[config.mk]
export PLATFORM = sky130hd
export DESIGN_NAME = sap_lane
export DESIGN_NICKNAME = d
export VERILOG_FILES = /design/src/rtl/core/sap_pkg.sv /design/src/rtl/core/sap_lane.sv
export SDC_FILE = /design/constraint.sdc
export NUM_CORES = 2
export LEC_CHECK = 0
export BUFFER_PORTS_ARGS = -buffer_cell sky130_fd_sc_hd__buf_2
export CORE_ASPECT_RATIO = 0.8
export CORE_MARGIN = 4
export CORE_UTILIZATION = 29
export CTS_BUF_LIST = sky130_fd_sc_hd__clkbuf_2
export DETAILED_ROUTE_END_ITERATION = 10
export PLACE_DENSITY = 0.5
export SYNTH_ARGS = -nofsm -noshare
export SYNTH_HDL_FRONTEND = slang
export SYNTH_SLANG_ARGS = --single-unit
[constraint.sdc]
create_clock -name clk_i -period 11.7 [get_ports clk_i]
set_clock_uncertainty 0.1 [all_clocks]
set_input_delay 2.34 -clock clk_i [delete_from_list [all_inputs] [get_ports clk_i]]
set_output_delay 2.34 -clock clk_i [all_outputs]
set_load 0.1 [all_outputs]
[src/rtl/core/sap_pkg.sv]
package sap_pkg;

  // Sizing
  localparam int unsigned MAX_STAGES     = 16;
  localparam int unsigned MIN_STAGES     = 3;
  localparam int unsigned SAMPLE_BITS    = 24;
  localparam int unsigned COEF_BITS      = 24;
  localparam int unsigned COEF_FRAC      = 22;
  localparam int unsigned GAIN_BITS      = 16;
  localparam int unsigned GAIN_FRAC      = 16;
  localparam int unsigned OUT_FRAC       = 12;
  localparam int unsigned STAGE_CNT_BITS = 5;
  localparam int unsigned STAGE_IDX_BITS = (MAX_STAGES > 1) ? $clog2(MAX_STAGES) : 1;
  localparam int unsigned CFG_IDX_BITS   = 3;
  localparam int unsigned CFG_DATA_BITS  = 16;

  // Datapath widths: the mix value needs three bits above a sample
  localparam int unsigned MIX_BITS   = SAMPLE_BITS + 3;
  localparam int unsigned MUL_A_BITS = MIX_BITS;
  localparam int unsigned MUL_B_BITS = COEF_BITS;
  localparam int unsigned PROD_BITS  = MUL_A_BITS + MUL_B_BITS;

  typedef logic signed [SAMPLE_BITS-1:0] sample_t;
  typedef logic signed [COEF_BITS-1:0]   coeff_t;
  typedef logic signed [MIX_BITS-1:0]    mix_t;
  typedef logic signed [MUL_A_BITS-1:0]  mul_a_t;
  typedef logic signed [MUL_B_BITS-1:0]  mul_b_t;
  typedef logic signed [PROD_BITS-1:0]   prod_t;

  localparam prod_t SMAX_W = $signed({{(PROD_BITS-SAMPLE_BITS+1){1'b0}},
                                      {(SAMPLE_BITS-1){1'b1}}});
  localparam prod_t SMIN_W = $signed({{(PROD_BITS-SAMPLE_BITS+1){1'b1}},
                                      {(SAMPLE_BITS-1){1'b0}}});

  // Input and output words
  typedef struct packed {
    sample_t dry_left;
    sample_t dry_right;
    coeff_t  coeff_left;
    coeff_t  coeff_right;
  } in_word_t;

  typedef struct packed {
    sample_t out_left;
    sample_t out_right;
  } out_word_t;

  // Configuration registers
  typedef enum logic [CFG_IDX_BITS-1:0] {
    CFG_FEEDBACK_GAIN   = 3'd0,
    CFG_DRY_MIX         = 3'd1,
    CFG_OUTPUT_GAIN     = 3'd2,
    CFG_INVERT_WET      = 3'd3,
    CFG_INVERT_FEEDBACK = 3'd4,
    CFG_STAGE_COUNT     = 3'd5
  } cfg_idx_e;

  typedef struct packed {
    logic [GAIN_BITS-1:0]      feedback_gain;
    logic [GAIN_BITS-1:0]      dry_mix;
    logic [GAIN_BITS-1:0]      output_gain;
    logic                      invert_wet;
    logic                      invert_feedback;
    logic [STAGE_CNT_BITS-1:0] stage_count;
  } cfg_t;

  // Lane control and result
  typedef struct packed {
    logic    start;
    sample_t dry;
    coeff_t  coeff;
  } lane_cmd_t;

  typedef struct packed {
    logic    done;
    sample_t out;
  } lane_res_t;

  typedef enum logic [3:0] {
    L_IDLE,
    L_FB_MUL,
    L_FB_ADD,
    L_STG_MUL,
    L_STG_ADD,
    L_MIX_MUL,
    L_MIX_ADD,
    L_OUT_MUL,
    L_OUT_SAT
  } lane_state_e;

endpackage

[src/rtl/core/sap_lane.sv]
module sap_lane import sap_pkg::*; (
  input  logic      clk_i,
  input  logic      rst_ni,
  input  cfg_t      cfg_i,
  input  lane_cmd_t cmd_i,
  output lane_res_t res_o
);

  // Saturate a wide value to a sample
  function automatic sample_t sat_s(input prod_t v);
    sample_t r;
    if (v > SMAX_W) begin
      r = SMAX_W[SAMPLE_BITS-1:0];
    end else if (v < SMIN_W) begin
      r = SMIN_W[SAMPLE_BITS-1:0];
    end else begin
      r = v[SAMPLE_BITS-1:0];
    end
    return r;
  endfunction

  // Shift right with round half up
  function automatic prod_t rnd_shift(input prod_t p, input int unsigned s);
    prod_t half;
    half = prod_t'(1) << (s - 1);
    return (p + half) >>> s;
  endfunction

  lane_state_e               state_q, state_d;
  logic [STAGE_IDX_BITS-1:0] k_q, k_d;
  logic [STAGE_IDX_BITS-1:0] last_q, last_d;
  logic [STAGE_IDX_BITS-1:0] last_cfg;
  sample_t                   dry_q, dry_d;
  coeff_t                    coeff_q, coeff_d;
  sample_t                   x_q, x_d;
  sample_t                   xprev_q, xprev_d;
  sample_t                   yold_q, yold_d;
  sample_t                   prior_q, prior_d;
  sample_t                   fb_q, fb_d;
  sample_t                   out_q, out_d;
  mix_t                      mix_q, mix_d;
  prod_t                     prod_q, prod_d;
  logic                      done_q, done_d;
  sample_t                   stg_q [MAX_STAGES];
  logic                      stg_we;
  sample_t                   stg_wdata;
  sample_t                   yold;
  mul_a_t                    mul_a;
  mul_b_t                    mul_b;
  prod_t                     mix_w;

  // Clamp the configured stage count to the supported range
  always_comb begin
    if (cfg_i.stage_count < STAGE_CNT_BITS'(MIN_STAGES)) begin
      last_cfg = STAGE_IDX_BITS'(MIN_STAGES - 1);
    end else if (int'(cfg_i.stage_count) > MAX_STAGES) begin
      last_cfg = STAGE_IDX_BITS'(MAX_STAGES - 1);
    end else begin
      last_cfg = STAGE_IDX_BITS'(cfg_i.stage_count - 1'b1);
    end
  end

  assign yold = stg_q[k_q];

  // Shared multiplier operand select
  always_comb begin
    mul_a = '0;
    mul_b = '0;
    case (state_q)
      L_FB_MUL: begin
        mul_a = mul_a_t'(fb_q);
        mul_b = mul_b_t'($signed({1'b0, cfg_i.feedback_gain}));
      end
      L_STG_MUL: begin
        mul_a = mul_a_t'(x_q) - mul_a_t'(yold);
        mul_b = mul_b_t'(coeff_q);
      end
      L_MIX_MUL: begin
        if (cfg_i.invert_wet) begin
          mul_a = mul_a_t'(dry_q) + mul_a_t'(x_q);
        end else begin
          mul_a = mul_a_t'(dry_q) - mul_a_t'(x_q);
        end
        mul_b = mul_b_t'($signed({1'b0, cfg_i.dry_mix}));
      end
      L_OUT_MUL: begin
        mul_a = mul_a_t'(mix_q);
        mul_b = mul_b_t'($signed({1'b0, cfg_i.output_gain}));
      end
      default: begin
        mul_a = '0;
        mul_b = '0;
      end
    endcase
  end

  assign prod_d = mul_a * mul_b;

  // Wet mix before output gain
  always_comb begin
    if (cfg_i.invert_wet) begin
      mix_w = rnd_shift(prod_q, GAIN_FRAC) - prod_t'(x_q);
    end else begin
      mix_w = rnd_shift(prod_q, GAIN_FRAC) + prod_t'(x_q);
    end
  end

  // Sequencer: feedback, stage loop, mix, output gain
  always_comb begin
    state_d   = state_q;
    k_d       = k_q;
    last_d    = last_q;
    dry_d     = dry_q;
    coeff_d   = coeff_q;
    x_d       = x_q;
    xprev_d   = xprev_q;
    yold_d    = yold_q;
    prior_d   = prior_q;
    fb_d      = fb_q;
    out_d     = out_q;
    mix_d     = mix_q;
    done_d    = 1'b0;
    stg_we    = 1'b0;
    stg_wdata = '0;
    case (state_q)
      L_IDLE: begin
        if (cmd_i.start) begin
          dry_d   = cmd_i.dry;
          coeff_d = cmd_i.coeff;
          last_d  = last_cfg;
          state_d = L_FB_MUL;
        end
      end
      L_FB_MUL: begin
        state_d = L_FB_ADD;
      end
      L_FB_ADD: begin
        x_d     = sat_s(prod_t'(dry_q) + rnd_shift(prod_q, GAIN_FRAC));
        xprev_d = prior_q;
        prior_d = x_d;
        k_d     = '0;
        state_d = L_STG_MUL;
      end
      L_STG_MUL: begin
        yold_d  = yold;
        state_d = L_STG_ADD;
      end
      L_STG_ADD: begin
        stg_wdata = sat_s(rnd_shift(prod_q, COEF_FRAC) + prod_t'(xprev_q));
        stg_we    = 1'b1;
        x_d       = stg_wdata;
        xprev_d   = yold_q;
        if (k_q == last_q) begin
          state_d = L_MIX_MUL;
        end else begin
          k_d     = k_q + 1'b1;
          state_d = L_STG_MUL;
        end
      end
      L_MIX_MUL: begin
        state_d = L_MIX_ADD;
      end
      L_MIX_ADD: begin
        mix_d = mix_w[MIX_BITS-1:0];
        // stored feedback for the next sample
        if (cfg_i.invert_feedback) begin
          fb_d = sat_s(-prod_t'(x_q));
        end else begin
          fb_d = x_q;
        end
        state_d = L_OUT_MUL;
      end
      L_OUT_MUL: begin
        state_d = L_OUT_SAT;
      end
      L_OUT_SAT: begin
        out_d   = sat_s(rnd_shift(prod_q, OUT_FRAC));
        done_d  = 1'b1;
        state_d = L_IDLE;
      end
      default: begin
        state_d = L_IDLE;
      end
    endcase
  end

  // Control and filter state
  always_ff @(posedge clk_i or negedge rst_ni) begin
    if (!rst_ni) begin
      state_q <= L_IDLE;
      k_q     <= '0;
      last_q  <= '0;
      prior_q <= '0;
      fb_q    <= '0;
      done_q  <= 1'b0;
      for (int i = 0; i < MAX_STAGES; i++) begin
        stg_q[i] <= '0;
      end
    end else begin
      state_q <= state_d;
      k_q     <= k_d;
      last_q  <= last_d;
      prior_q <= prior_d;
      fb_q    <= fb_d;
      done_q  <= done_d;
      if (stg_we) begin
        stg_q[k_q] <= stg_wdata;
      end
    end
  end

  // Datapath registers
  always_ff @(posedge clk_i) begin
    dry_q   <= dry_d;
    coeff_q <= coeff_d;
    x_q     <= x_d;
    xprev_q <= xprev_d;
    yold_q  <= yold_d;
    out_q   <= out_d;
    mix_q   <= mix_d;
    prod_q  <= prod_d;
  end

  assign res_o.done = done_q;
  assign res_o.out  = out_q;

endmodule

==> results by group <==
Critical path
  – Most common cell on crit path: fa_1
  – CP startpoint kind: register
  – Family with the most delay on the worst path: adder cells
  – Crit path buffers/inverters: 10
  – Critical Path Slowest Stage Cell: fa_1
  – CP Max Fanout: 9
  – Worst path max stage delay: around 580 ps
  – CP required: approximately 13000 ps
  – Crit Path Category: register to register
  – CP Capture Type: register
  – Data arrival, critical path: 12530 ps

Final layout
  – Final #Nets: between 7000 and 8000
  – Biggest register: stg_q
  – Largest registers: stg_q: 384 flops, prod_q: 40 flops, mix_q: 27 flops
  – Layout area overhead: 14.6%
  – Largest register FFs: around 380
  – Fillers: approximately 21000
  – Final Cell Area: a little under 70000 um2
  – Layout cells sized above 1: 0.171

Outcome
  – Run status: finished clean

Clock network
  – H-tree levels: 4
  – Clock root cell: clkbuf_2
  – CTS Buf Count: approximately 190
  – Worst skew pair latency: about 1600 ps
  – Clk sink count: roughly 660
  – Worst-path clk slew: around 100 ps
  – Hold buffers post-CTS: 0
  – CTS tree: built
  – Clk buf depth: 3

Yosys
  – Sequential-to-total area share from yosys stat: 0.283
  – Synth Register Bits: 656
  – Synth top area share: 0.225
  – Warnings from Yosys: 0
  – Area contributors post-synth: fa_1 (23%), dfrtp_1 (18%), edfxtp_1 (8.5%)
  – Post-Syn Area: between 60000 and 70000 um2
  – Cell variety after synth: about 100
  – Post-Syn Instances: 6375
  – Mean post-synth cell area: roughly 9.4 um2
  – Number of flops mapped to enable cells by yosys: 171
  – Post-synth top flop: dfrtp_1
  – Post-Syn Nets: approximately 7400
  – Area leader, netlist: fa_1
  – FFs w/ async S/R, synth: 0.678

Routing
  – Post-route antenna net violation count: 0
  – Routed vias: 47900
  – DR iter-0 viols: around 4000
  – Drt drc: 0
  – Final wirelength: approximately 200 mm
  – Count of TritonRoute iterations in the first routing pass: 6
  – Routed len/inst: a little over 20 um
  – Vias/cell: roughly 4.9

Global routing
  – Global-route wire length before repair: between 300 and 400 mm
  – Tot GR Track Use: 0.186
  – Pin count of the biggest net entering global routing: 138
  – Via count of the first global-routing pass: 47900
  – GR Overflow Total: 0
  – Initial antenna violation count: 25

Hold path
  – Min-delay worst type: register to register

Job
  – Maxcap violations: 0

Floorplanning
  – FP Rows: 149
  – Initial Util: 0.292
  – I/O pin count: roughly 130
  – CORE AREA: around 210000 um2
  – Die area: 215000 um2
  – Chip width: 518 um
  – Die Ht: between 400 and 500 um

Timing
  – Max Slew Vio Count: 0
  – Fmax: 88.9 MHz
  – Slew @ Worst Pin: between 1000 and 1500 ps
  – Hold_ws: between 300 and 400 ps
  – Period utilization: 0.961
  – Max_slew headroom: 0.151
  – Final Setup Violations: 0
  – RSZ-0062 raised after global routing: yes
  – Min Tclk post-route: roughly 11000 ps
  – Final hold vios: 0

Placed design
  – Placer Congestion: 0.918
  – Placed inst area: 66800 um2
  – Dpl hpwl: approximately 160 mm
  – Port Buffers: 130
## placed cells by master (no fill, tap or decap), types with 75 or more instances in the layout
master and n:
a21oi_1 173, and2_1 80, buf_2 129, buf_4 443
clkbuf_2 271, dfrtp_1 441, edfxtp_1 171, fa_1 672
ha_1 281, inv_1 878, mux4_2 121, nand2_1 1040
nand3_1 114, nor2_1 347, nor3_1 75, o21ai_0 339
o21ai_1 211, xnor2_1 173, xor2_1 117
## worst paths after layout
kind                               to  slack (ps)       from  depth (start not counted)
min reg2reg                 stg_q[60]         380  stg_q[60]                          2
max reg2reg                prod_q[45]         450     k_q[0]                         43
min                         stg_q[60]         380  stg_q[60]                          2
max in group asynchronous     fb_q[0]        8380     rst_ni                          3
max                        prod_q[45]         450     k_q[0]                         43
min in group asynchronous    fb_q[22]         850     rst_ni                          1
## worst min-delay path, cell delays in order, from the launching register on
cell and delay (ps):
dfrtp_1 350, nand2_1 40, o21ai_0 60
## layer usage
metal,global-route usage,share of wire,up-vias
met5,0,0.00034,-
met4,0.0421,0.022,10
met2,0.277,0.43,1529
met3,0.0369,0.075,237
li1,-,-,22000
met1,0.278,0.47,24200
## cells by family after synthesis
family	Yosys count	synth area share
simple gates	1936	0.141
compound gates	1138	0.118
flops	656	0.283
mux	140	0.0485
xor+xnor	295	0.0429
buf+inv	1247	0.0815
fa+ha+maj	963	0.284
## area by class of cell
cell class / instances / area (um2) / share of cell area
antenna: 18 / 45.0 / 0.000653
clock buffer: 271 / 1360 / 0.0197
clock inverter: 66 / 313 / 0.00453
inverter: 887 / 3330 / 0.0483
multi-input combinational: 4472 / 38800 / 0.562
sequential: 656 / 17100 / 0.248
tap: 2718 / 3400 / 0.0493
timing repair buffer: 608 / 4660 / 0.0676
## through the flow
stage                     TNS (ps)  utilization  setup WS (ps)  cells
after detailed placement    -14530        0.324           -881   9314
after CTS                        0        0.332           10.6   9655
after global routing         -73.6        0.334          -68.9   9687
after global placement      -13210        0.324           -892   9314
after floorplan              -1820            -           -448   6375
final                            0        0.334            451   9696
## Yosys cell counts (35+ instances only)
cell type and count:
mux4_2 121, xor2_1 119, nor2_1 354, nor2b_1 41, nand2_1 1046, and3_1 46, clkbuf_1 278, inv_1 886
dfxtp_1 40, fa_1 677, o21ai_0 355, nor3_1 78, o21ai_1 201, edfxtp_1 171, xnor2_1 176, and2_1 81
ha_1 286, a21o_1 61, nand4_1 35, nand3_1 126, dfrtp_1 445, a21oi_1 181, a31oi_1 42
## timing repair
item | 4_1_cts | 5_1_grt
buffers inserted | 4 | 24
pin swaps | 1 | 18
setup endpoints to repair | 12 | 22
resized for setup | 8 | 55
Power is not shown: default switching activity piles up to over one toggle a cycle in this logic, so the estimate is an artifact.
