## config.mk

```make
export PLATFORM = sky130hd
export DESIGN_NAME = sap_merge
export DESIGN_NICKNAME = d
export VERILOG_FILES = /design/src/rtl/core/sap_pkg.sv /design/src/rtl/core/sap_merge.sv
export SDC_FILE = /design/constraint.sdc
export NUM_CORES = 1
export LEC_CHECK = 0
export ABC_AREA = 1
export BUFFER_PORTS_ARGS = -buffer_cell sky130_fd_sc_hd__buf_2
export CAP_MARGIN = 20
export CORE_AREA = 5 5 60 75
export DETAILED_ROUTE_END_ITERATION = 16
export DIE_AREA = 0 0 65 80
export GPL_TIMING_DRIVEN = 0
export PLACE_DENSITY_LB_ADDON = 0.1
export SLEW_MARGIN = 20
export SYNTH_ARGS = -nofsm -noshare
export SYNTH_HDL_FRONTEND = slang
export SYNTH_SLANG_ARGS = --single-unit
```

## constraint.sdc

```tcl
create_clock -name clk_i -period 5.55 [get_ports clk_i]
set_input_delay 0.555 -clock clk_i [delete_from_list [all_inputs] [get_ports clk_i]]
set_output_delay 0.555 -clock clk_i [all_outputs]
set_load 0.02 [all_outputs]
```

## src/rtl/core/sap_pkg.sv

```systemverilog
package sap_pkg;

  // Sizing
  localparam int unsigned MAX_STAGES     = 16;
  localparam int unsigned MIN_STAGES     = 3;
  localparam int unsigned SAMPLE_BITS    = 24;
  localparam int unsigned COEF_BITS      = 24;
  localparam int unsigned COEF_FRAC      = 22;
  localparam int unsigned GAIN_BITS      = 16;
  localparam int unsigned GAIN_FRAC      = 16;
  localparam int unsigned OUT_FRAC       = 12;
  localparam int unsigned STAGE_CNT_BITS = 5;
  localparam int unsigned STAGE_IDX_BITS = (MAX_STAGES > 1) ? $clog2(MAX_STAGES) : 1;
  localparam int unsigned CFG_IDX_BITS   = 3;
  localparam int unsigned CFG_DATA_BITS  = 16;

  // Datapath widths: the mix value needs three bits above a sample
  localparam int unsigned MIX_BITS   = SAMPLE_BITS + 3;
  localparam int unsigned MUL_A_BITS = MIX_BITS;
  localparam int unsigned MUL_B_BITS = COEF_BITS;
  localparam int unsigned PROD_BITS  = MUL_A_BITS + MUL_B_BITS;

  typedef logic signed [SAMPLE_BITS-1:0] sample_t;
  typedef logic signed [COEF_BITS-1:0]   coeff_t;
  typedef logic signed [MIX_BITS-1:0]    mix_t;
  typedef logic signed [MUL_A_BITS-1:0]  mul_a_t;
  typedef logic signed [MUL_B_BITS-1:0]  mul_b_t;
  typedef logic signed [PROD_BITS-1:0]   prod_t;

  localparam prod_t SMAX_W = $signed({{(PROD_BITS-SAMPLE_BITS+1){1'b0}},
                                      {(SAMPLE_BITS-1){1'b1}}});
  localparam prod_t SMIN_W = $signed({{(PROD_BITS-SAMPLE_BITS+1){1'b1}},
                                      {(SAMPLE_BITS-1){1'b0}}});

  // Input and output words
  typedef struct packed {
    sample_t dry_left;
    sample_t dry_right;
    coeff_t  coeff_left;
    coeff_t  coeff_right;
  } in_word_t;

  typedef struct packed {
    sample_t out_left;
    sample_t out_right;
  } out_word_t;

  // Configuration registers
  typedef enum logic [CFG_IDX_BITS-1:0] {
    CFG_FEEDBACK_GAIN   = 3'd0,
    CFG_DRY_MIX         = 3'd1,
    CFG_OUTPUT_GAIN     = 3'd2,
    CFG_INVERT_WET      = 3'd3,
    CFG_INVERT_FEEDBACK = 3'd4,
    CFG_STAGE_COUNT     = 3'd5
  } cfg_idx_e;

  typedef struct packed {
    logic [GAIN_BITS-1:0]      feedback_gain;
    logic [GAIN_BITS-1:0]      dry_mix;
    logic [GAIN_BITS-1:0]      output_gain;
    logic                      invert_wet;
    logic                      invert_feedback;
    logic [STAGE_CNT_BITS-1:0] stage_count;
  } cfg_t;

  // Lane control and result
  typedef struct packed {
    logic    start;
    sample_t dry;
    coeff_t  coeff;
  } lane_cmd_t;

  typedef struct packed {
    logic    done;
    sample_t out;
  } lane_res_t;

  typedef enum logic [3:0] {
    L_IDLE,
    L_FB_MUL,
    L_FB_ADD,
    L_STG_MUL,
    L_STG_ADD,
    L_MIX_MUL,
    L_MIX_ADD,
    L_OUT_MUL,
    L_OUT_SAT
  } lane_state_e;

endpackage

```

## src/rtl/core/sap_merge.sv

```systemverilog
module sap_merge import sap_pkg::*; (
  input  logic      clk_i,
  input  logic      rst_ni,
  input  lane_res_t left_i,
  input  lane_res_t right_i,
  input  logic      out_stall_i,
  output logic      pending_o,
  output logic      out_valid_o,
  output out_word_t out_word_o
);

  logic      pending_q, pending_d;
  logic      valid_q, valid_d;
  out_word_t word_q, word_d;
  logic      both_done;
  logic      slot_free;
  logic      load;

  // Both lanes run in lockstep; the pair is one output word
  assign both_done = left_i.done & right_i.done;
  assign slot_free = !valid_q || !out_stall_i;
  assign load      = (both_done || pending_q) && slot_free;

  always_comb begin
    valid_d   = valid_q;
    pending_d = pending_q;
    word_d    = word_q;
    if (load) begin
      valid_d            = 1'b1;
      pending_d          = 1'b0;
      word_d.out_left    = left_i.out;
      word_d.out_right   = right_i.out;
    end else begin
      if (!out_stall_i) begin
        valid_d = 1'b0;
      end
      if (both_done) begin
        pending_d = 1'b1;
      end
    end
  end

  always_ff @(posedge clk_i or negedge rst_ni) begin
    if (!rst_ni) begin
      valid_q   <= 1'b0;
      pending_q <= 1'b0;
    end else begin
      valid_q   <= valid_d;
      pending_q <= pending_d;
    end
  end

  always_ff @(posedge clk_i) begin
    word_q <= word_d;
  end

  assign pending_o   = pending_q;
  assign out_valid_o = valid_q;
  assign out_word_o  = word_q;

endmodule

```

==> qor.txt, run 1 <==
RUN STATUS
---------------------------------------------------------------------------------
Result of the run                                                    finished, final reports clean

CRITICAL PATH
---------------------------------------------------------------------------------
Type of origin of the critical path                                          flop
Worst path arrival time                                                   1.53 ns
Highest net fanout along the worst path                                        25
Worst path required time                                                  5.55 ns
Crit. End Element                                                            flop
Category of the most critical setup path                             flop to flop

PLACED DESIGN
---------------------------------------------------------------------------------
Placer Congestion                                                           0.673
DP Worst Slack                                                            3.73 ns
Count of input and output buffers                                             102
Placed cell count                                                             201
Detailed Place HPWL                                                       2310 um

POWER
---------------------------------------------------------------------------------
Sum of internal, switching and leakage power                             0.722 mW
Standby leakage power                                                    0.953 nW
Maximum resistive drop on vdd                                            0.192 mV
P per Cell Area                                                       329 nW/um^2

FINAL LAYOUT
---------------------------------------------------------------------------------
Final-layout fill cell count                                                  309
Final net count                                                               221
Multi-input gate area                                                   25.0 um^2
Area Overhead vs Synth                                                      43.8%
Utilization after layout                                                    0.589
Count of non-filler cells in the finished layout                              209
Most common library cell in the layout ignoring fill and taps        sky130_fd_sc_hd__buf_2
Ratio of cells with drive above 1 in the final layout                       0.645
Total inserted antenna cells                                                    0
Register Area                                                           1490 um^2
Leading cell types in the layout, fill and taps excluded             sky130_fd_sc_hd__buf_2, sky130_fd_sc_hd__edfxtp_1, sky130_fd_sc_hd__clkbuf_8

ROUTE
---------------------------------------------------------------------------------
Vias after detailed routing                                                   940
Average routed wire per standard cell                                     14.4 um
Length of the first detailed-routing pass in iterations                         4
Drt total wl                                                              3020 um
Detailed Route Iter0 Violations                                                25
DR vias/cell                                                                 4.50
Routed Antenna Nets                                                             0
DRC Markers                                                                     0

DIE
---------------------------------------------------------------------------------
Width of the die                                                            65 um
Vertical die dimension                                                      80 um
Placeable core area                                                     3720 um^2
IO Count                                                                      103
Starting density of the core                                                0.409
Num rows                                                                       25
Die Footprint                                                           5200 um^2

RUN
---------------------------------------------------------------------------------
Max capacitance violation total                                                 0

GRT
---------------------------------------------------------------------------------
Largest net degree at the start of global routing                              26
Via count of the first global-routing pass                                    977
Overall track demand over capacity in global routing                        0.113
Global-route wire length before repair                                    4280 um
Remaining global-route overflow                                                 0
Initial antenna violation count                                                 0

STA
---------------------------------------------------------------------------------
Total negative slack                                                         0 ns
Clock tree skew after final layout                                     0.00468 ns
Final-report setup violation count                                              0
Fin worst setup slack                                                     4.02 ns
Setup repair after global routing missed its margin                            no
Max Transition Viols Final                                                      0
Post-route clock period utilization                                         0.276
Worst Max-Slew Pin Slew                                                  0.559 ns
Highest clock rate                                                        653 MHz
Final-report hold violation count                                               0
Max-slew headroom at the worst pin                                          0.627
Crit path time final                                                      1.53 ns

CLOCK NETWORK
---------------------------------------------------------------------------------
Number of buffers inserted by hold repair at cts                                0
TritonCTS clock tree                                                          yes
Total clock buffers created by CTS                                              5
Cell chosen for the clock root                                       sky130_fd_sc_hd__clkbuf_8
Latest clock arrival within the worst-skew pair                           0.29 ns
Htree depth                                                                     2
Number of gates given a new drive strength after cts                            0
Num Clock Sinks                                                                50
Register clock-pin slew on the reported worst setup and hold paths        0.08 ns
Deepest clock path buffer count                                                 2
Post CTS Setup Buffer Count                                                     0

SYNTH
---------------------------------------------------------------------------------
Sequential element share of the synthesized area                            0.979
Distinct cell type count after synthesis                                        6
Post-synthesis register bit count                                              50
Post-Syn Area                                                           1520 um^2
Syn Area/Cell                                                           26.3 um^2
Synthesized net count                                                         111
Synthesis warning total                                                         0
Cell count after synthesis                                                     58

MIN PATH
---------------------------------------------------------------------------------
Classification of the worst-slack hold path                          input pin to asynchronous set/reset pin

cell usage after synthesis (all sizes together):
| library cell | count | area, um^2 |
|---|---|---|
| nand3 | 1 | 5.00 |
| edfxtp | 48 | 1440 |
| dfrtp | 2 | 50.1 |
| inv | 2 | 7.51 |
| a21oi | 1 | 5.00 |
| nand2 | 4 | 15.0 |
path summary, 6_finish.rpt:
check	from	end	slack, ns	cells past startpoint
setup / recovery	out_valid_o	out_word_o[15]	4.02	4
hold / removal	rst_ni	out_valid_o	0.03	1
setup reg to reg	out_valid_o	out_word_o[15]	4.02	4
hold reg to reg	pending_o	out_valid_o	0.53	2
max in group asynchronous	rst_ni	pending_o	5.42	1
min in group clk_i	left_i[10]	out_word_o[34]	0.43	1
critical path, cell delays in order (launching register included):
cell and delay (ns):
sky130_fd_sc_hd__dfrtp_1 0.39, sky130_fd_sc_hd__nand2_1 0.11, sky130_fd_sc_hd__nand2_1 0.07, sky130_fd_sc_hd__inv_2 0.42, sky130_fd_sc_hd__buf_16 0.24
sequential cells by signal (all words and copies together), names as in the netlist:
signal	count
out_word_o	48
out_valid_o	1
pending_o	1
logic make-up after synthesis:
group / after synthesis / synth area share
AOI/OAI and AO/OA: 1 / 0.00328
buffers and inverters: 2 / 0.00493
and+or+nand+nor: 5 / 0.0131
DFF: 50 / 0.979
layout make-up:
cell class                      instances  share of cell area
Sequential cell                        50               0.680
Timing Repair Buffer                  103               0.245
Clock buffer                            8              0.0365
Tap cell                               40              0.0228
Multi-Input combinational cell          6              0.0114
Inverter                                2             0.00342
through the flow:
step           cell area [um^2]  hold WS, ns
6_report                   2190       0.0307
5_1_grt                    2190      0.00885
4_1_cts                    2190       0.0185
3_5_place_dp               2110        0.343
3_3_place_gp               2080        0.340
2_1_floorplan              1520        0.259
power by group:
part	leakage (nW)	internal [mW]	total [mW]	switching [mW]
Sequential	0.475	0.442	0.447	0.00482
Combinational	0.439	0.0308	0.0840	0.0532
Clock	0.0395	0.0895	0.192	0.102
Total	0.953	0.562	0.722	0.160
routing by layer:
metal  track usage  routed length, um  vias to the layer above
li1              -                  -                      441
met3        0.0507                301                        5
met2         0.203               1720                       53
met5             0                  0                        -
met1         0.106                941                      441
met4        0.0571                 50                        0
Note: power is estimated with default switching activity, not from simulation.
==> run 2, diff against run 1 <==
- CORE_AREA: 5 5 60 75 -> 5 5 65 81
- DIE_AREA: 0 0 65 80 -> 0 0 70 86
- clock period: 5.55 -> 1.3 ns (I/O delays scaled with it)
==> run 2 against run 1 <==
  * Clock power rose to 4.3 times the previous value
  * Critical path depth up 1
  * Sequential power rose to 4.3 times the previous value
  * Cell area up 22%
  * Flip-flop and latch count unchanged
  * Combinational power rose to 5.9 times the previous value
  * Largest cell class unchanged
  * Critical path type unchanged
  * Global-route usage up 0.50 points
  * Utilization up 2.2 points
  * Fmax up 23%
==> qor.txt, run 2 (same netlist as run 1, synthesis figures left out) <==
PLACED DESIGN
---------------------------------------------------------------------------------
Placer Congestion                                                           0.684
Count of input and output buffers                                             102
Instance area after placement                                           2120 um^2
Detailed Place HPWL                                                       2440 um
DP Worst Slack                                                          -0.676 ns

STA
---------------------------------------------------------------------------------
Fin worst setup slack                                                   0.0589 ns
Clock tree skew after final layout                                     0.00470 ns
Crit path time final                                                      1.24 ns
Final-report setup violation count                                              0
Setup repair after global routing missed its margin                           yes
Worst hold margin                                                       0.0141 ns
Total negative slack                                                         0 ns
Post-route clock period utilization                                         0.955
Worst Max-Slew Pin Slew                                                  0.165 ns
Final-report hold violation count                                               0
Max Transition Viols Final                                                      0
Max-slew headroom at the worst pin                                          0.890
Highest clock rate                                                        806 MHz

FINAL LAYOUT
---------------------------------------------------------------------------------
Final net count                                                               268
Final-layout fill cell count                                                  371
Leading cell types in the layout, fill and taps excluded             sky130_fd_sc_hd__buf_2, sky130_fd_sc_hd__edfxtp_1, sky130_fd_sc_hd__dlygate4sd3_1
Flip-flop count of the largest register after layout                           48
Area Overhead vs Synth                                                      75.9%
Post-Layout Inst Area                                                   2680 um^2
Total inserted antenna cells                                                    0
Ratio of cells with drive above 1 in the final layout                       0.565
Most common library cell in the layout ignoring fill and taps        sky130_fd_sc_hd__buf_2

ROUTE
---------------------------------------------------------------------------------
Drt total wl                                                              3700 um
Detailed Route Iter0 Violations                                                60
Length of the first detailed-routing pass in iterations                         4
DR vias/cell                                                                 4.05
Routed Antenna Nets                                                             0
Average routed wire per standard cell                                     13.5 um
DRC Markers                                                                     0
Vias after detailed routing                                                  1111

CLOCK NETWORK
---------------------------------------------------------------------------------
Deepest clock path buffer count                                                 2
TritonCTS clock tree                                                          yes
Cell chosen for the clock root                                       sky130_fd_sc_hd__clkbuf_8
Register clock-pin slew on the reported worst setup and hold paths        0.08 ns
Latest clock arrival within the worst-skew pair                           0.29 ns
Total clock buffers created by CTS                                              5
Htree depth                                                                     2
Num Clock Sinks                                                                50

GRT
---------------------------------------------------------------------------------
Largest net degree at the start of global routing                              15
Global-route wire length before repair                                    5310 um
Remaining global-route overflow                                                 0
Initial antenna violation count                                                 0
Overall track demand over capacity in global routing                        0.118
Via count of the first global-routing pass                                   1116

DIE
---------------------------------------------------------------------------------
Width of the die                                                            70 um
Die Footprint                                                           6020 um^2
Starting density of the core                                                0.347
Num rows                                                                       27
Placeable core area                                                     4390 um^2
Vertical die dimension                                                      86 um
IO Count                                                                      103

RUN
---------------------------------------------------------------------------------
Max capacitance violation total                                                 0

CRITICAL PATH
---------------------------------------------------------------------------------
Launch instance of the worst register-to-register path                  pending_o
Worst Reg2Reg Path Length in Cells                                              5
Crit. End Element                                                            flop
Worst path arrival time                                                   1.30 ns
Type of origin of the critical path                                          flop
Category of the most critical setup path                             flop to flop
Worst path required time                                                  1.36 ns
Slack of the worst reg-to-reg path                                        0.06 ns
Highest net fanout along the worst path                                         5
Reg2reg end                                                          out_word_o[40]

POWER
---------------------------------------------------------------------------------
Maximum resistive drop on vdd                                            0.779 mV
P per Cell Area                                                      1200 nW/um^2
Sum of internal, switching and leakage power                              3.22 mW
Standby leakage power                                                     1.14 nW

MIN PATH
---------------------------------------------------------------------------------
Classification of the worst-slack hold path                          input pin to flop
Terminating pin of the worst hold path                               out_word_o[39]
Source of the worst hold timing path                                   left_i[15]
Hold path depth                                                                 1

RUN STATUS
---------------------------------------------------------------------------------
Result of the run                                                    finished, final reports clean

-- run 2: worst max-delay path by stage --
stage                   start             end
detailed placement  pending_o   out_word_o[7]
global placement    pending_o   out_word_o[7]
CTS                 pending_o   out_word_o[4]
floorplan           pending_o   out_word_o[0]
global route        pending_o   out_word_o[9]
finish              pending_o  out_word_o[40]
-- run 2: what timing repair did --
action	CTS	global route
gates cloned	3	0
gates resized for setup	4	0
setup buffers	7	0
endpoints found under the setup margin	48	5
hold endpoints to repair	22	17
pin swaps	0	1
hold buffers	21	17
-- run 2: final cells by class --
type	count	area, um^2	share of cell area
Sequential cell	50	1490	0.557
Timing Repair Buffer	147	968	0.361
Tap cell	58	72.6	0.0271
Clock buffer	5	68.8	0.0257
Multi-Input combinational cell	6	32.5	0.0121
Timing Repair inverter	3	22.5	0.00840
Clock inverter	3	11.3	0.00420
Inverter	2	11.3	0.00420
-- run 2: metrics by stage --
stage / utilization / instances
CTS: 0.572 / 257
global route: 0.611 / 274
detailed placement: 0.482 / 218
finish: 0.611 / 274
floorplan: - / 58
global placement: 0.482 / 218
-- run 2: power by group --
part | switching (mW) | internal (mW)
Sequential | 0.0210 | 1.89
Clock | 0.457 | 0.360
Combinational | 0.264 | 0.235
-- run 2: critical path, stage by stage, from the launching register on --
cell                         delay [ns]
sky130_fd_sc_hd__dfrtp_2           0.42
sky130_fd_sc_hd__inv_2             0.07
sky130_fd_sc_hd__nand2_1           0.08
sky130_fd_sc_hd__nand2_4           0.16
sky130_fd_sc_hd__clkinvlp_4        0.12
sky130_fd_sc_hd__buf_4             0.16
-- run 2: layer usage --
| metal | track usage | part of all wire | up-vias |
|---|---|---|---|
| li1 | - | - | 536 |
| met5 | 0 | 0 | - |
| met2 | 0.211 | 0.57 | 54 |
| met4 | 0.0523 | 0.0078 | 0 |
| met1 | 0.117 | 0.34 | 517 |
| met3 | 0.0528 | 0.086 | 4 |
==> run 3, diff against run 2 <==
- BUFFER_PORTS_ARGS: -buffer_cell sky130_fd_sc_hd__buf_2 -> -buffer_cell sky130_fd_sc_hd__buf_4
==> run 3 against run 2 <==
  * Worst hold slack got worse by 0.00068 ns
  * Routed wire length increased by 6.7%
  * Setup slack improved by 0.022 ns
  * First-iteration DRC count decreased by 52%
  * Clock skew up 0.0056 ns
  * Clock power grew 1%
  * Die area stayed put
  * Critical endpoint is now out_word_o[5]
  * Fmax rose by 1.8%
  * Cell count did not move
  * Sequential share of layout area shrank 4.6 points
==> qor.txt, run 3 (same netlist as run 1, synthesis figures left out) <==
RUN STATUS
---------------------------------------------------------------------------------
Result of the run                                                    finished, final reports clean

ROUTE
---------------------------------------------------------------------------------
DR vias/cell                                                                 4.03
Detailed Route Iter0 Violations                                                29
Length of the first detailed-routing pass in iterations                         4
Routed Antenna Nets                                                             0
Drt total wl                                                              3940 um
Average routed wire per standard cell                                     14.4 um
DRC Markers                                                                     0
Vias after detailed routing                                                  1104

STA
---------------------------------------------------------------------------------
Max Transition Viols Final                                                      0
Clock tree skew after final layout                                      0.0103 ns
Crit path time final                                                      1.22 ns
Max-slew headroom at the worst pin                                          0.891
Highest clock rate                                                        821 MHz
Final-report setup violation count                                              0
Setup repair after global routing missed its margin                            no
Final-report hold violation count                                               0
Worst Max-Slew Pin Slew                                                  0.164 ns
Post-route clock period utilization                                         0.937

DIE
---------------------------------------------------------------------------------
IO Count                                                                      103
Starting density of the core                                                0.347
Vertical die dimension                                                      86 um
Width of the die                                                            70 um
Die Footprint                                                           6020 um^2
Placeable core area                                                     4390 um^2
Num rows                                                                       27

FINAL LAYOUT
---------------------------------------------------------------------------------
Flip-flop count of the largest register after layout                           48
Total inserted antenna cells                                                    0
Final-layout fill cell count                                                  336
Most common library cell in the layout ignoring fill and taps        sky130_fd_sc_hd__buf_4
Leading cell types in the layout, fill and taps excluded             sky130_fd_sc_hd__buf_4, sky130_fd_sc_hd__edfxtp_1, sky130_fd_sc_hd__dlygate4sd3_1
Ratio of cells with drive above 1 in the final layout                       0.569
Final net count                                                               268
Count of non-filler cells in the finished layout                              274
Post-Layout Inst Area                                                   2920 um^2
Area Overhead vs Synth                                                      91.7%

CRITICAL PATH
---------------------------------------------------------------------------------
Type of origin of the critical path                                          flop
Max stage delay cell, worst path                                     sky130_fd_sc_hd__dfrtp_2
Crit. End Element                                                            flop
Slowest stage delay, CP                                                   0.41 ns
Critical path buffer and inverter count                                         3
Worst path arrival time                                                   1.28 ns
Highest net fanout along the worst path                                         6
Category of the most critical setup path                             flop to flop
Worst path required time                                                  1.36 ns
Chain of cells forming the critical path                             inv_2 -> nand2_1 -> nand2_4 -> clkinvlp_4 -> buf_4
Kind of cell with the highest combined delay on the critical path      flip-flops

POWER
---------------------------------------------------------------------------------
Maximum resistive drop on vdd                                            0.829 mV
Net load switching power                                                 0.750 mW
Sum of internal, switching and leakage power                              3.33 mW
Sequential Power Share                                                      0.574
Switching share of power                                                    0.225
Share of total power in the clock network                                   0.249
Standby leakage power                                                     1.22 nW
Portion of total power attributed to combinational logic                    0.177
Internal power                                                            2.58 mW
P per Cell Area                                                      1140 nW/um^2

CLOCK NETWORK
---------------------------------------------------------------------------------
Deepest clock path buffer count                                                 2
Htree depth                                                                     2
Num Clock Sinks                                                                50
Total clock buffers created by CTS                                              5
Latest clock arrival within the worst-skew pair                           0.29 ns
TritonCTS clock tree                                                          yes
Register clock-pin slew on the reported worst setup and hold paths        0.09 ns
Cell chosen for the clock root                                       sky130_fd_sc_hd__clkbuf_8

GRT
---------------------------------------------------------------------------------
Overall track demand over capacity in global routing                        0.123
Largest net degree at the start of global routing                              15
Global-route wire length before repair                                    5510 um
Remaining global-route overflow                                                 0
Via count of the first global-routing pass                                   1144
Initial antenna violation count                                                 0

RUN
---------------------------------------------------------------------------------
Max capacitance violation total                                                 0

PLACED DESIGN
---------------------------------------------------------------------------------
Placed cell count                                                             218
Instance area after placement                                           2370 um^2
Count of input and output buffers                                             102
Placer Congestion                                                           0.679
Detailed Place HPWL                                                       2570 um

MIN PATH
---------------------------------------------------------------------------------
Classification of the worst-slack hold path                          input pin to flop

## run 3: stage by stage
stage	worst slack, ns	setup TNS [ns]	hold WS (ns)	util
2_1_floorplan	-0.393	-18.86	-0.166	-
6_report	0.0814	0	0.0134	0.665
3_3_place_gp	-0.584	-28.02	-0.0880	0.540
4_1_cts	0.0661	0	0.000287	0.611
3_5_place_dp	-0.672	-32.21	-0.0852	0.540
5_1_grt	0.0220	0	-0.00365	0.665
## run 3: repair_timing
action | 4_1_cts | 5_1_grt
endpoints found under the hold margin | 14 | 24
hold buffers | 13 | 24
buffers inserted | 8 | 0
endpoints found under the setup margin | 48 | 0
gates resized for setup | 4 | 0
## run 3: worst paths after layout
kind | endpoint | startpoint | slack (ns) | cells after the start
max | out_word_o[5] | pending_o | 0.08 | 5
min | out_word_o[36] | left_i[12] | 0.01 | 1
max reg2reg | out_word_o[5] | pending_o | 0.08 | 5
min reg2reg | out_valid_o | pending_o | 0.53 | 2
max in group asynchronous | out_valid_o | rst_ni | 1.03 | 2
min in group asynchronous | pending_o | rst_ni | 0.17 | 2
## run 3: cell type report
type / count / area (um^2) / area share
Multi-Input combinational cell: 6 / 32.5 / 0.0111
Timing Repair inverter: 3 / 22.5 / 0.00771
Sequential cell: 50 / 1490 / 0.511
Inverter: 2 / 11.3 / 0.00385
Clock inverter: 1 / 3.75 / 0.00128
Timing Repair Buffer: 147 / 1210 / 0.414
Clock buffer: 7 / 76.3 / 0.0261
Tap cell: 58 / 72.6 / 0.0248
## run 3: metal layers
metal | wire length, um | track usage | up-vias | part of all wire
met2 | 2260 | 0.226 | 52 | 0.57
met5 | 0 | 0 | - | 0
met4 | 57 | 0.0523 | 0 | 0.014
met3 | 344 | 0.0586 | 6 | 0.087
met1 | 1280 | 0.114 | 510 | 0.32
li1 | - | - | 536 | -
## run 3: power by group through the flow
stage               clock network (mW)  registers (mW)  logic, mW
finish                           0.829            1.91      0.591
global route                     0.935            1.92      0.627
CTS                              0.858            1.91      0.537
detailed placement                   0            1.95      0.449
global placement                     0            1.95      0.438
floorplan                            0            2.08     0.0475
